File: src/rtl/mrrd_pkg.sv
// ----------------------------------------------------------------------------
// mrrd_pkg
// Shared types and constants of the meter register response decoder.
// ----------------------------------------------------------------------------
`default_nettype none

package mrrd_pkg;

	localparam int MAX_MANTISSA_BYTES = 4;

	localparam logic [7:0] PREFIX_BYTE  = 8'h01;
	localparam logic [7:0] EXP_MAG_MASK = 8'h3F;
	localparam int         EXP_SIGN_POS = 6;
	localparam int         EXP_NEG_POS  = 7;

	localparam logic [3:0] POS_MAX = 4'd15;

	typedef enum logic [2:0] {
		ST_OK        = 3'd0,
		ST_EMPTY     = 3'd1,
		ST_TOO_SMALL = 3'd2,
		ST_BAD_COUNT = 3'd3,
		ST_TOO_SHORT = 3'd4
	} status_t;

	typedef struct packed {
		logic       id_mismatch;
		logic       value_negative;
		logic [6:0] decimal_exponent;
		logic [31:0] mantissa_value;
		logic [7:0] unit_code;
		status_t    status;
	} result_t;

	localparam int RESULT_W = $bits(result_t);
	localparam int TDATA_W  = ((RESULT_W + 7) / 8) * 8;

endpackage

`default_nettype wire

File: src/rtl/mrrd_frame.sv
// ----------------------------------------------------------------------------
// mrrd_frame
// Per-byte field capture of one response frame and result build on its close.
// ----------------------------------------------------------------------------
`default_nettype none

module mrrd_frame (
	input  wire logic              clk,
	input  wire logic              arst_n,
	input  wire logic              in_take,
	input  wire logic [7:0]        data_byte,
	input  wire logic              last_byte,
	input  wire logic              empty_frame,
	input  wire logic [15:0]       expected_id,
	output logic                   res_valid,
	output mrrd_pkg::result_t      res
);
	import mrrd_pkg::*;

	logic [3:0]  pos_q, pos_n;
	logic        prefix_q, prefix_n;
	logic [15:0] echo_q, echo_n;
	logic [7:0]  unit_q, unit_n;
	logic [7:0]  count_q, count_n;
	logic [7:0]  expo_q, expo_n;
	logic [31:0] acc_q, acc_n;
	logic [3:0]  ui;
	logic [8:0]  need_cur, need_fin;
	logic        too_small;
	logic        mism;
	logic [6:0]  mag;

	always_comb begin
		prefix_n = (pos_q == 4'd0) ? (data_byte == PREFIX_BYTE) : prefix_q;
		ui       = prefix_n ? 4'd3 : 4'd2;
		need_cur = 9'(ui) + 9'd3 + 9'(count_q);

		echo_n = echo_q;
		if (prefix_n && pos_q == 4'd1) begin
			echo_n = {data_byte, echo_q[7:0]};
		end else if (prefix_n && pos_q == 4'd2) begin
			echo_n = {echo_q[15:8], data_byte};
		end

		unit_n  = unit_q;
		count_n = count_q;
		expo_n  = expo_q;
		acc_n   = acc_q;
		priority if (pos_q == ui) begin
			unit_n = data_byte;
		end else if (pos_q == ui + 4'd1) begin
			count_n = data_byte;
		end else if (pos_q == ui + 4'd2) begin
			expo_n = data_byte;
		end else if (pos_q >= ui + 4'd3 && 9'(pos_q) < need_cur) begin
			acc_n = {acc_q[23:0], data_byte};
		end

		pos_n = (pos_q == POS_MAX) ? POS_MAX : pos_q + 4'd1;
	end

	always_comb begin
		need_fin  = 9'(ui) + 9'd3 + 9'(count_n);
		too_small = pos_n < (prefix_n ? 4'd5 : 4'd4);
		mism      = prefix_n && (echo_n != expected_id);
		mag       = {1'b0, expo_n[5:0] & EXP_MAG_MASK[5:0]};

		res = '0;
		if (empty_frame) begin
			res.status = ST_EMPTY;
		end else if (too_small) begin
			res.status = ST_TOO_SMALL;
		end else if (count_n > 8'(MAX_MANTISSA_BYTES)) begin
			res.status      = ST_BAD_COUNT;
			res.id_mismatch = mism;
		end else if (9'(pos_n) < need_fin) begin
			res.status      = ST_TOO_SHORT;
			res.id_mismatch = mism;
		end else begin
			res.status           = ST_OK;
			res.id_mismatch      = mism;
			res.unit_code        = unit_n;
			res.mantissa_value   = acc_n;
			res.decimal_exponent = expo_n[EXP_SIGN_POS] ? 7'(7'd0 - mag) : mag;
			res.value_negative   = expo_n[EXP_NEG_POS];
		end

		res_valid = in_take && (empty_frame || last_byte);
	end

	always_ff @(posedge clk or negedge arst_n) begin
		if (!arst_n) begin
			pos_q    <= '0;
			prefix_q <= 1'b0;
			echo_q   <= '0;
			unit_q   <= '0;
			count_q  <= '0;
			expo_q   <= '0;
			acc_q    <= '0;
		end else if (in_take) begin
			if (empty_frame || last_byte) begin
				pos_q    <= '0;
				prefix_q <= 1'b0;
				echo_q   <= '0;
				unit_q   <= '0;
				count_q  <= '0;
				expo_q   <= '0;
				acc_q    <= '0;
			end else begin
				pos_q    <= pos_n;
				prefix_q <= prefix_n;
				echo_q   <= echo_n;
				unit_q   <= unit_n;
				count_q  <= count_n;
				expo_q   <= expo_n;
				acc_q    <= acc_n;
			end
		end
	end

endmodule

`default_nettype wire

File: src/rtl/mrrd_out_skid.sv
// ----------------------------------------------------------------------------
// mrrd_out_skid
// Output register with one skid entry; keeps input ready from the sink.
// ----------------------------------------------------------------------------
`default_nettype none

module mrrd_out_skid (
	input  wire logic              clk,
	input  wire logic              arst_n,
	input  wire logic              res_valid,
	input  wire mrrd_pkg::result_t res,
	output logic                   space,
	output logic                   out_valid,
	output mrrd_pkg::result_t      out_res,
	input  wire logic              out_ready
);
	import mrrd_pkg::*;

	logic    out_valid_q;
	logic    skid_valid_q;
	result_t out_q;
	result_t skid_q;

	always_ff @(posedge clk or negedge arst_n) begin
		if (!arst_n) begin
			out_valid_q  <= 1'b0;
			skid_valid_q <= 1'b0;
		end else if (!out_valid_q || out_ready) begin
			if (skid_valid_q) begin
				out_valid_q  <= 1'b1;
				skid_valid_q <= 1'b0;
			end else begin
				out_valid_q <= res_valid;
			end
		end else if (res_valid) begin
			skid_valid_q <= 1'b1;
		end
	end

	always_ff @(posedge clk) begin
		if (!out_valid_q || out_ready) begin
			out_q <= skid_valid_q ? skid_q : res;
		end else if (res_valid) begin
			skid_q <= res;
		end
	end

	assign space     = !skid_valid_q;
	assign out_valid = out_valid_q;
	assign out_res   = out_q;

endmodule

`default_nettype wire

File: src/rtl/meter_register_response_decoder.sv
// ----------------------------------------------------------------------------
// meter_register_response_decoder
// Decodes a meter register-read response into unit, mantissa and exponent.
// ----------------------------------------------------------------------------
// Input stream: one payload byte per request on s_axis; tlast marks the final
// byte, tuser flags a frame with no payload (tdata ignored then).
// Output stream: one result per closed frame on m_axis.
// Config: cfg_wr_en writes cfg_wr_data as the expected register id; write it
// only while no frame is open and no result is pending.
// Throughput: one byte per cycle unless stalled; single field-capture stage.
// Results are built combinationally and held in the output or skid register.
// Reset: clears the open frame, the pending results and the expected id.
// Stall: while m_axis_tready is low one more result parks in a skid entry;
// s_axis_tready drops only once that entry holds a result, and rises again
// the cycle after the output register drains into the sink.
// ----------------------------------------------------------------------------
`default_nettype none

module meter_register_response_decoder (
	input  wire logic                          clk,
	input  wire logic                          arst_n,
	input  wire logic                          s_axis_tvalid,
	output logic                               s_axis_tready,
	input  wire logic [7:0]                    s_axis_tdata,  // data_byte
	input  wire logic                          s_axis_tlast,
	input  wire logic                          s_axis_tuser,  // empty_frame
	output logic                               m_axis_tvalid,
	input  wire logic                          m_axis_tready,
	// status, unit_code, mantissa_value, decimal_exponent, value_negative,
	// id_mismatch, zero fill
	output logic [mrrd_pkg::TDATA_W-1:0]       m_axis_tdata,
	input  wire logic                          cfg_wr_en,
	input  wire logic [15:0]                   cfg_wr_data
);
	import mrrd_pkg::*;

	logic [15:0] exp_id_q;
	logic        take;
	logic        res_valid;
	logic        space;
	result_t     res;
	result_t     out_res;

	always_ff @(posedge clk or negedge arst_n) begin
		if (!arst_n) begin
			exp_id_q <= '0;
		end else if (cfg_wr_en) begin
			exp_id_q <= cfg_wr_data;
		end
	end

	assign s_axis_tready = space;
	assign take          = s_axis_tvalid && space;

	mrrd_frame u_frame (
		.clk         (clk),
		.arst_n      (arst_n),
		.in_take     (take),
		.data_byte   (s_axis_tdata),
		.last_byte   (s_axis_tlast),
		.empty_frame (s_axis_tuser),
		.expected_id (exp_id_q),
		.res_valid   (res_valid),
		.res         (res)
	);

	mrrd_out_skid u_out (
		.clk       (clk),
		.arst_n    (arst_n),
		.res_valid (res_valid),
		.res       (res),
		.space     (space),
		.out_valid (m_axis_tvalid),
		.out_res   (out_res),
		.out_ready (m_axis_tready)
	);

	assign m_axis_tdata = TDATA_W'(out_res);

endmodule

`default_nettype wire

File: config.mk
export PLATFORM = sky130hd
export DESIGN_NAME = meter_register_response_decoder
export DESIGN_NICKNAME = d
export VERILOG_FILES = /design/src/rtl/mrrd_pkg.sv /design/src/rtl/mrrd_frame.sv /design/src/rtl/mrrd_out_skid.sv /design/src/rtl/meter_register_response_decoder.sv
export SDC_FILE = /design/constraint.sdc
export NUM_CORES = 1
export LEC_CHECK = 0
export ABC_CLOCK_PERIOD_IN_PS = 4670
export BUFFER_PORTS_ARGS = -buffer_cell sky130_fd_sc_hd__buf_2
export CAP_MARGIN = 20
export CORE_UTILIZATION = 54
export DETAILED_ROUTE_END_ITERATION = 8
export HOLD_SLACK_MARGIN = 0.06
export PLACE_DENSITY = 0.87
export SLEW_MARGIN = 20
export SYNTH_ARGS = -nofsm -noshare
export SYNTH_HDL_FRONTEND = slang
export SYNTH_HIERARCHICAL = 1
export SYNTH_SLANG_ARGS = --single-unit
File: constraint.sdc
create_clock -name clk -period 4.67 [get_ports clk]
set_clock_uncertainty 0.05 [all_clocks]
set_input_delay 1.1675 -clock clk [delete_from_list [all_inputs] [get_ports clk]]
set_output_delay 1.1675 -clock clk [all_outputs]
set_load 0.01 [all_outputs]
==> impl_results.md, run 1 <==
- Area Growth Syn to Fin: 22.3%
- Core Box Area: 0.0180 mm2
- DRC errors left: 0
- Num CTS Buffers: 17
- Via density: between 6 and 7
- Kind of critical path: in2reg
- Initial antenna violation count: 0
- Mux contribution to synthesized area: 0.157
- Area fraction in compound gates after synthesis: 0.112
- CTS tree: yes
- Share of layout cells above drive strength 1: 0.402
- Critical path fanouts, max: 7
- Detail Route Antenna Nets: 0
- Clock Latency Late Sink: approximately 0.45 ns
- Worst setup SP type: input port
- First-pass GRT wire length: about 33 mm
- Cells after Synth: ~750
- First-pass DRT Iterations: 7
- Routability cong.: around 0.93
- Pre-CTS setup slack: -0.538 ns
- Fin crit period: approximately 4.6 ns
- Final nets: about 900
- H-tree levels: 4
- # rows: 49
- DR WL/cell: between 20 and 25 um
- Die footprint: ~0.019 mm2
- Share of synthesized registers carrying an async set or reset: 0.477
- Clock transition at path regs: about 0.09 ns
- Final setup viols: 0
- Slew margin rel.: 0.346
- Power density cells: approximately 320 mW/mm2
- Fmax: about 220 MHz
- Crit. End Element: register
- Xor-xnor portion of the synthesized cell area: 0.0281
- I/O pins: just under 90
- Height of the die: 138 um
- Fillers: 1,199
- Largest family of logic cells by synthesized area: multiplexers
- Number of synthesized flops with an enable pin: around 100
- Initial Util: 0.553
- Hold Crit Class: reg2reg
- Predominant post-synthesis flop cell: edfxtp_1
- Vias in the first global route: 6,448
- Largest net degree at the start of global routing: 82
- Worst R2R Setup Slack: 0.21 ns
- Endpoints failing hold: 0
- Port bufs: 84
- Dpl hpwl: 14.0 mm
- Status: completed
- Gr ovfl total: 0
- Synth Area in Adders: 0.0216
- Period Utilization, post-route: 0.985
- Fin. max-slew vios: 0
- Violation count after the first detailed-routing iteration: 585
- P_leak: slightly below 5 nW
- RSZ-0062 raised after global routing: yes
- Die X: 138 um
- Max Cap Viol: 0
- Tot GR Track Use: 0.232
- Finished Core Util: 0.677
- Unique cell type count in the Yosys netlist: 69
- FF+latch count, synth: ~200
- Worst EP required: about 5.0 ns
- Overall Power: just under 4 mW
- Ys Warns: 6
- Simple-Gate Fraction of Synth Area: 0.0807
- Clk sinks: 199
- Fin worst setup slack: between 0.07 and 0.08 ns
- Clk buf depth: 2
- Slew @ Worst Pin: slightly below 1 ns
- Clock Tree Root: clkbuf_16
- Setup TNS: 0 ns
- DR vias: between 6,000 and 7,000
- Register area share after synthesis: 0.552
- WP data arrival: just under 5 ns
- Final wirelength: 22.7 mm
- Post-synthesis instance area: 0.00997 mm2
- Peak VDD IR: approximately 0.26 mV
- ANT cells: 0
- Avg Inst Size Synth: 13.3 um2
power breakdown:
group	leakage, nW	switching (mW)	internal, mW
clock network	0.294	0.761	0.735
registers	2.35	0.0367	1.94
logic	2.29	0.246	0.176
total	4.94	1.04	2.85
state kept, by name, indices dropped and copies added, names as in the netlist:
signal and cells:
u_out/out_res 52, u_frame/expo_q 8, u_frame/count_q 8, u_frame/pos_q 4
exp_id_q 16, u_frame/prefix_q 1, u_frame/echo_q 16, u_out/out_valid 1
u_frame/acc_q 32, u_frame/unit_q 8, u_out/skid_q 52, u_out/skid_valid_q 1
cell type report:
cell class	count	area [um2]	share of cell area
clock buffer	17	425	0.0349
clock inverter	15	183	0.0150
inverter	23	86.3	0.00708
multi-input combinational	474	4620	0.378
sequential	199	5500	0.451
tap	229	287	0.0235
timing repair buffer	145	1100	0.0902
repair_timing:
item,in CTS,in global routing
gates cloned,0,6
setup buffers,0,6
hold buffers,0,0
pin swaps,1,21
endpoints found under the setup margin,33,61
gates resized for setup,4,97
metrics by stage:
step / hold WS, ns / cell area [um2] / instances
CTS: 0.445 / 11600 / 1092
finish: 0.443 / 12200 / 1102
floorplan: 0.406 / 10200 / 752
global placement: 0.421 / 11000 / 1060
detailed placement: 0.429 / 11000 / 1060
global route: 0.453 / 12200 / 1102
layout by cell type (no fill, tap or decap), drive strengths merged, types with 3 or more instances in the layout:
cell	count
o21ai	12
nand2b	6
nor2	79
a221oi	4
xor2	16
inv	33
conb	4
xnor2	16
buf	140
nor4	6
or3	3
o21a	4
a31oi	4
mux2	69
edfxtp	104
clkbuf	22
nor3b	4
dfrtp	95
a21oi	8
o22ai	7
a211oi	6
a22o	38
a32o	32
mux2i	57
ha	14
and2	5
nand3	6
nor2b	3
nor3	11
o2bb2ai	4
nand2	22
clkinv	4
layer usage:
layer	global-route usage	share of wire	vias to the layer above
met5	0	0	-
met4	0.0924	0.024	0
met3	0.0413	0.061	53
met2	0.375	0.50	255
met1	0.312	0.42	3414
li1	-	-	3035
path summary, 6_finish.rpt:
| kind | from | to | cells past startpoint |
|---|---|---|---|
| max | s_axis_tdata[6] | u_out/out_res[36]$_DFFE_PP_ | 18 |
| min | u_frame/expo_q[1]$_DFFE_PN0P_ | u_frame/expo_q[1]$_DFFE_PN0P_ | 1 |
| max reg2reg | u_frame/pos_q[1]$_DFFE_PN0P_ | u_out/out_res[15]$_DFFE_PP_ | 20 |
| min reg2reg | u_frame/expo_q[1]$_DFFE_PN0P_ | u_frame/expo_q[1]$_DFFE_PN0P_ | 1 |
| max in group asynchronous | arst_n | u_frame/acc_q[27]$_DFFE_PN0P_ | 2 |
| min in group asynchronous | arst_n | u_frame/pos_q[0]$_DFFE_PN0P_ | 1 |
Yosys cell counts, types with 5 or more instances:
master | instances | area, um2
nand3_1 | 6 | 30.0
nor3_1 | 10 | 50.1
nand2b_1 | 6 | 37.5
nand2_1 | 22 | 82.6
a21oi_1 | 7 | 35.0
dfrtp_1 | 95 | 2380
edfxtp_1 | 104 | 3120
buf_4 | 7 | 52.6
buf_12 | 6 | 120
nor4_1 | 6 | 37.5
o21ai_0 | 8 | 40.0
a32o_1 | 32 | 320
mux2i_1 | 57 | 571
clkbuf_1 | 24 | 90.1
and2_1 | 5 | 31.3
nor2_1 | 77 | 289
buf_2 | 12 | 60.1
inv_1 | 22 | 82.6
o22ai_1 | 7 | 43.8
buf_6 | 6 | 67.6
mux2_2 | 11 | 124
xnor2_1 | 16 | 140
a211oi_1 | 6 | 45.0
a22o_1 | 38 | 333
ha_1 | 14 | 175
mux2_4 | 58 | 871
xor2_1 | 16 | 140
logic make-up after synthesis:
logic type / after synthesis
flip-flops: 199
AND/OR/NAND/NOR: 161
AO/OA/AOI/OAI: 134
multiplexers: 126
buffers and inverters: 80
XOR/XNOR: 32
adder cells (fa/ha/maj): 16
other: 1
critical path, cell delays in order:
cell,delay (ns)
buf_8,0.10
nor3_4,0.23
a41oi_2,0.21
a21oi_4,0.29
mux2i_4,0.28
inv_2,0.07
ha_4,0.23
a21o_1,0.21
nor2_1,0.12
xnor2_1,0.13
o21ai_1,0.08
ha_2,0.31
nor2_1,0.03
or4_4,0.57
or2_4,0.35
clkbuf_16,0.21
nor2_4,0.14
mux2_4,0.15
Note: power is estimated with default switching activity, not from simulation.
==> run 2: changes to the inputs <==
PLACE_DENSITY = 0.76   (was 0.87)
==> run 2 against run 1 <==
Against the previous run: flip-flop and latch count is the same; via count is 0.47% lower; worst hold slack better by 0.0030 ns; largest cell class unchanged; final cell count up 1.5%; critical endpoint is now u_out/out_res[42]$_DFFE_PP_.
==> impl_results.md, run 2 (synthesized netlist as in run 1, its figures left out) <==
- Height of the die: 138 um
- Routability cong.: ~0.89
- Comb power frac: 0.110
- Critical path fanouts, max: 6
- Final wirelength: 22.7 mm
- Core Box Area: around 0.018 mm2
- Clk sinks: 199
- Dpl hpwl: around 15 mm
- Detail Route Antenna Nets: 0
- Die X: approximately 140 um
- Max Cap Viol: 0
- Fmax: ~210 MHz
- Clk buf depth: 2
- Port bufs: 84
- RSZ-0062 raised after global routing: yes
- Sequential power share: 0.512
- Share of layout cells above drive strength 1: 0.390
- DR WL/cell: a little over 20 um
- WP data arrival: roughly 4.8 ns
- Net load switching power: a little under 1 mW
- Final nets: 924
- CTS tree: yes
- Largest net degree at the start of global routing: between 50 and 60
- Pre-CTS setup slack: -0.518 ns
- Worst setup SP type: input port
- Slew margin rel.: 0.325
- Initial antenna violation count: 0
- Via density: roughly 6
- Overall Power: roughly 3.9 mW
- First-pass GRT wire length: 35.2 mm
- Initial Util: 0.553
- Period Utilization, post-route: 0.996
- Clock transition at path regs: 0.07 ns
- H-tree levels: 4
- Violation count after the first detailed-routing iteration: ~560
- P_leak: around 5.0 nW
- I/O pins: 89
- Status: completed
- Gr ovfl total: 0
- Clock Latency Late Sink: about 0.43 ns
- Crit. End Element: register
- Endpoints failing hold: 0
- Peak VDD IR: around 0.26 mV
- Hold Crit Class: reg2reg
- Die footprint: 0.0190 mm2
- # rows: 49
- Fin. max-slew vios: 0
- Tot GR Track Use: 0.245
- Design area: around 0.012 mm2
- ANT cells: 0
- DRC errors left: 0
- Dpl cell area: 0.0111 mm2
- Num CTS Buffers: 17
- Power density cells: 319 mW/mm2
- Setup TNS: 0 ns
- Fin worst setup slack: 0.0184 ns
- Slew @ Worst Pin: 0.985 ns
- Kind of critical path: in2reg
- First-pass DRT Iterations: 6
- Clock power frac: 0.378
- Area Growth Syn to Fin: 21.3%
- Vias in the first global route: 6,615
- Power Internal: approximately 2.9 mW
- Final setup viols: 0
- Sw Ratio: 0.255
- Commonest non-fill, non-tap cell in the layout: edfxtp_1
- Finished Core Util: 0.671
- Fin crit period: roughly 4.7 ns
- Worst EP required: roughly 4.8 ns
- Most frequent cells in the layout: edfxtp_1, dfrtp_1, buf_2, buf_4, mux2_4
- Clock Tree Root: clkbuf_16
- DR vias: 6,725
[run 2: cell types whose count changed in the layout (fill, tap and decap cells not counted), moves of 5 or more]
cell and delta:
buf_4 +20, mux2i_4 -5, nor2_1 +5, mux2i_1 +12, nor2_4 -7, mux2i_2 -7
[run 2: worst max-delay path, cell delays in order]
cell and delay (ns):
buf_2 0.11, nor3b_4 0.15, and4_1 0.22, nor2_2 0.13, inv_1 0.05, ha_1 0.28, nand2_2 0.09, a311oi_4 0.31
nor2_1 0.08, xor2_1 0.16, ha_1 0.31, nor2b_2 0.16, a2111oi_2 0.24, buf_4 0.17, o32a_4 0.26, buf_12 0.16
mux2i_2 0.25, buf_4 0.17, nor2_4 0.04, mux2_4 0.26
[run 2: area by class of cell]
type                            instances  area (um2)
Fill cell                            1277        5930
Sequential cell                       199        5500
Multi-Input combinational cell        473        4460
Timing Repair Buffer                  163        1170
Clock buffer                           19         464
Tap cell                              229         287
Clock inverter                         13         130
Inverter                               23        86.3
[run 2: what timing repair did]
item | in CTS | in global routing
setup buffers | 0 | 7
hold endpoints to repair | 0 | 0
hold buffers | 0 | 0
resized for setup | 7 | 56
endpoints found under the setup margin | 48 | 116
pin swaps | 1 | 9
cloned | 0 | 2
[run 2: power by group through the flow]
| stage | Sequential (mW) | Combinational (mW) | Clock [mW] |
|---|---|---|---|
| 4_1_cts | 1.98 | 0.415 | 1.48 |
| 3_5_place_dp | 2.02 | 0.413 | 0 |
| 2_1_floorplan | 2.04 | 0.241 | 0 |
| 5_1_grt | 1.99 | 0.460 | 1.54 |
| 6_report | 1.98 | 0.424 | 1.46 |
| 3_3_place_gp | 2.01 | 0.402 | 0 |
[run 2: stage by stage]
stage	std cells	hold WS, ns
2_1_floorplan	752	0.406
3_3_place_gp	1078	0.423
3_5_place_dp	1078	0.431
4_1_cts	1110	0.448
5_1_grt	1119	0.452
6_report	1119	0.446
[run 2: final timing paths]
check                           depth (start not counted)  slack, ns                     startpoint                             end
min in group asynchronous                               1       0.73                         arst_n  u_frame/echo_q[15]$_DFFE_PN0P_
worst min register to register                          1       0.45  u_frame/expo_q[0]$_DFFE_PN0P_   u_frame/expo_q[0]$_DFFE_PN0P_
worst min-delay path                                    1       0.45  u_frame/expo_q[0]$_DFFE_PN0P_   u_frame/expo_q[0]$_DFFE_PN0P_
worst max register to register                         21       0.10   u_frame/pos_q[0]$_DFFE_PN0P_     u_out/out_res[42]$_DFFE_PP_
max in group asynchronous                               2       2.85                         arst_n   u_frame/acc_q[29]$_DFFE_PN0P_
worst max-delay path                                   20       0.02                s_axis_tdata[0]     u_out/out_res[42]$_DFFE_PP_
[run 2: per-layer routing]
| layer | vias to the layer above | share of wire | track usage | wire length, um |
|---|---|---|---|---|
| li1 | 3060 | - | - | - |
| met1 | 3434 | 0.43 | 0.334 | 9840 |
| met2 | 208 | 0.50 | 0.405 | 11400 |
| met3 | 23 | 0.049 | 0.0376 | 1110 |
| met4 | 0 | 0.015 | 0.0707 | 329 |
| met5 | - | 0 | 0 | 0 |
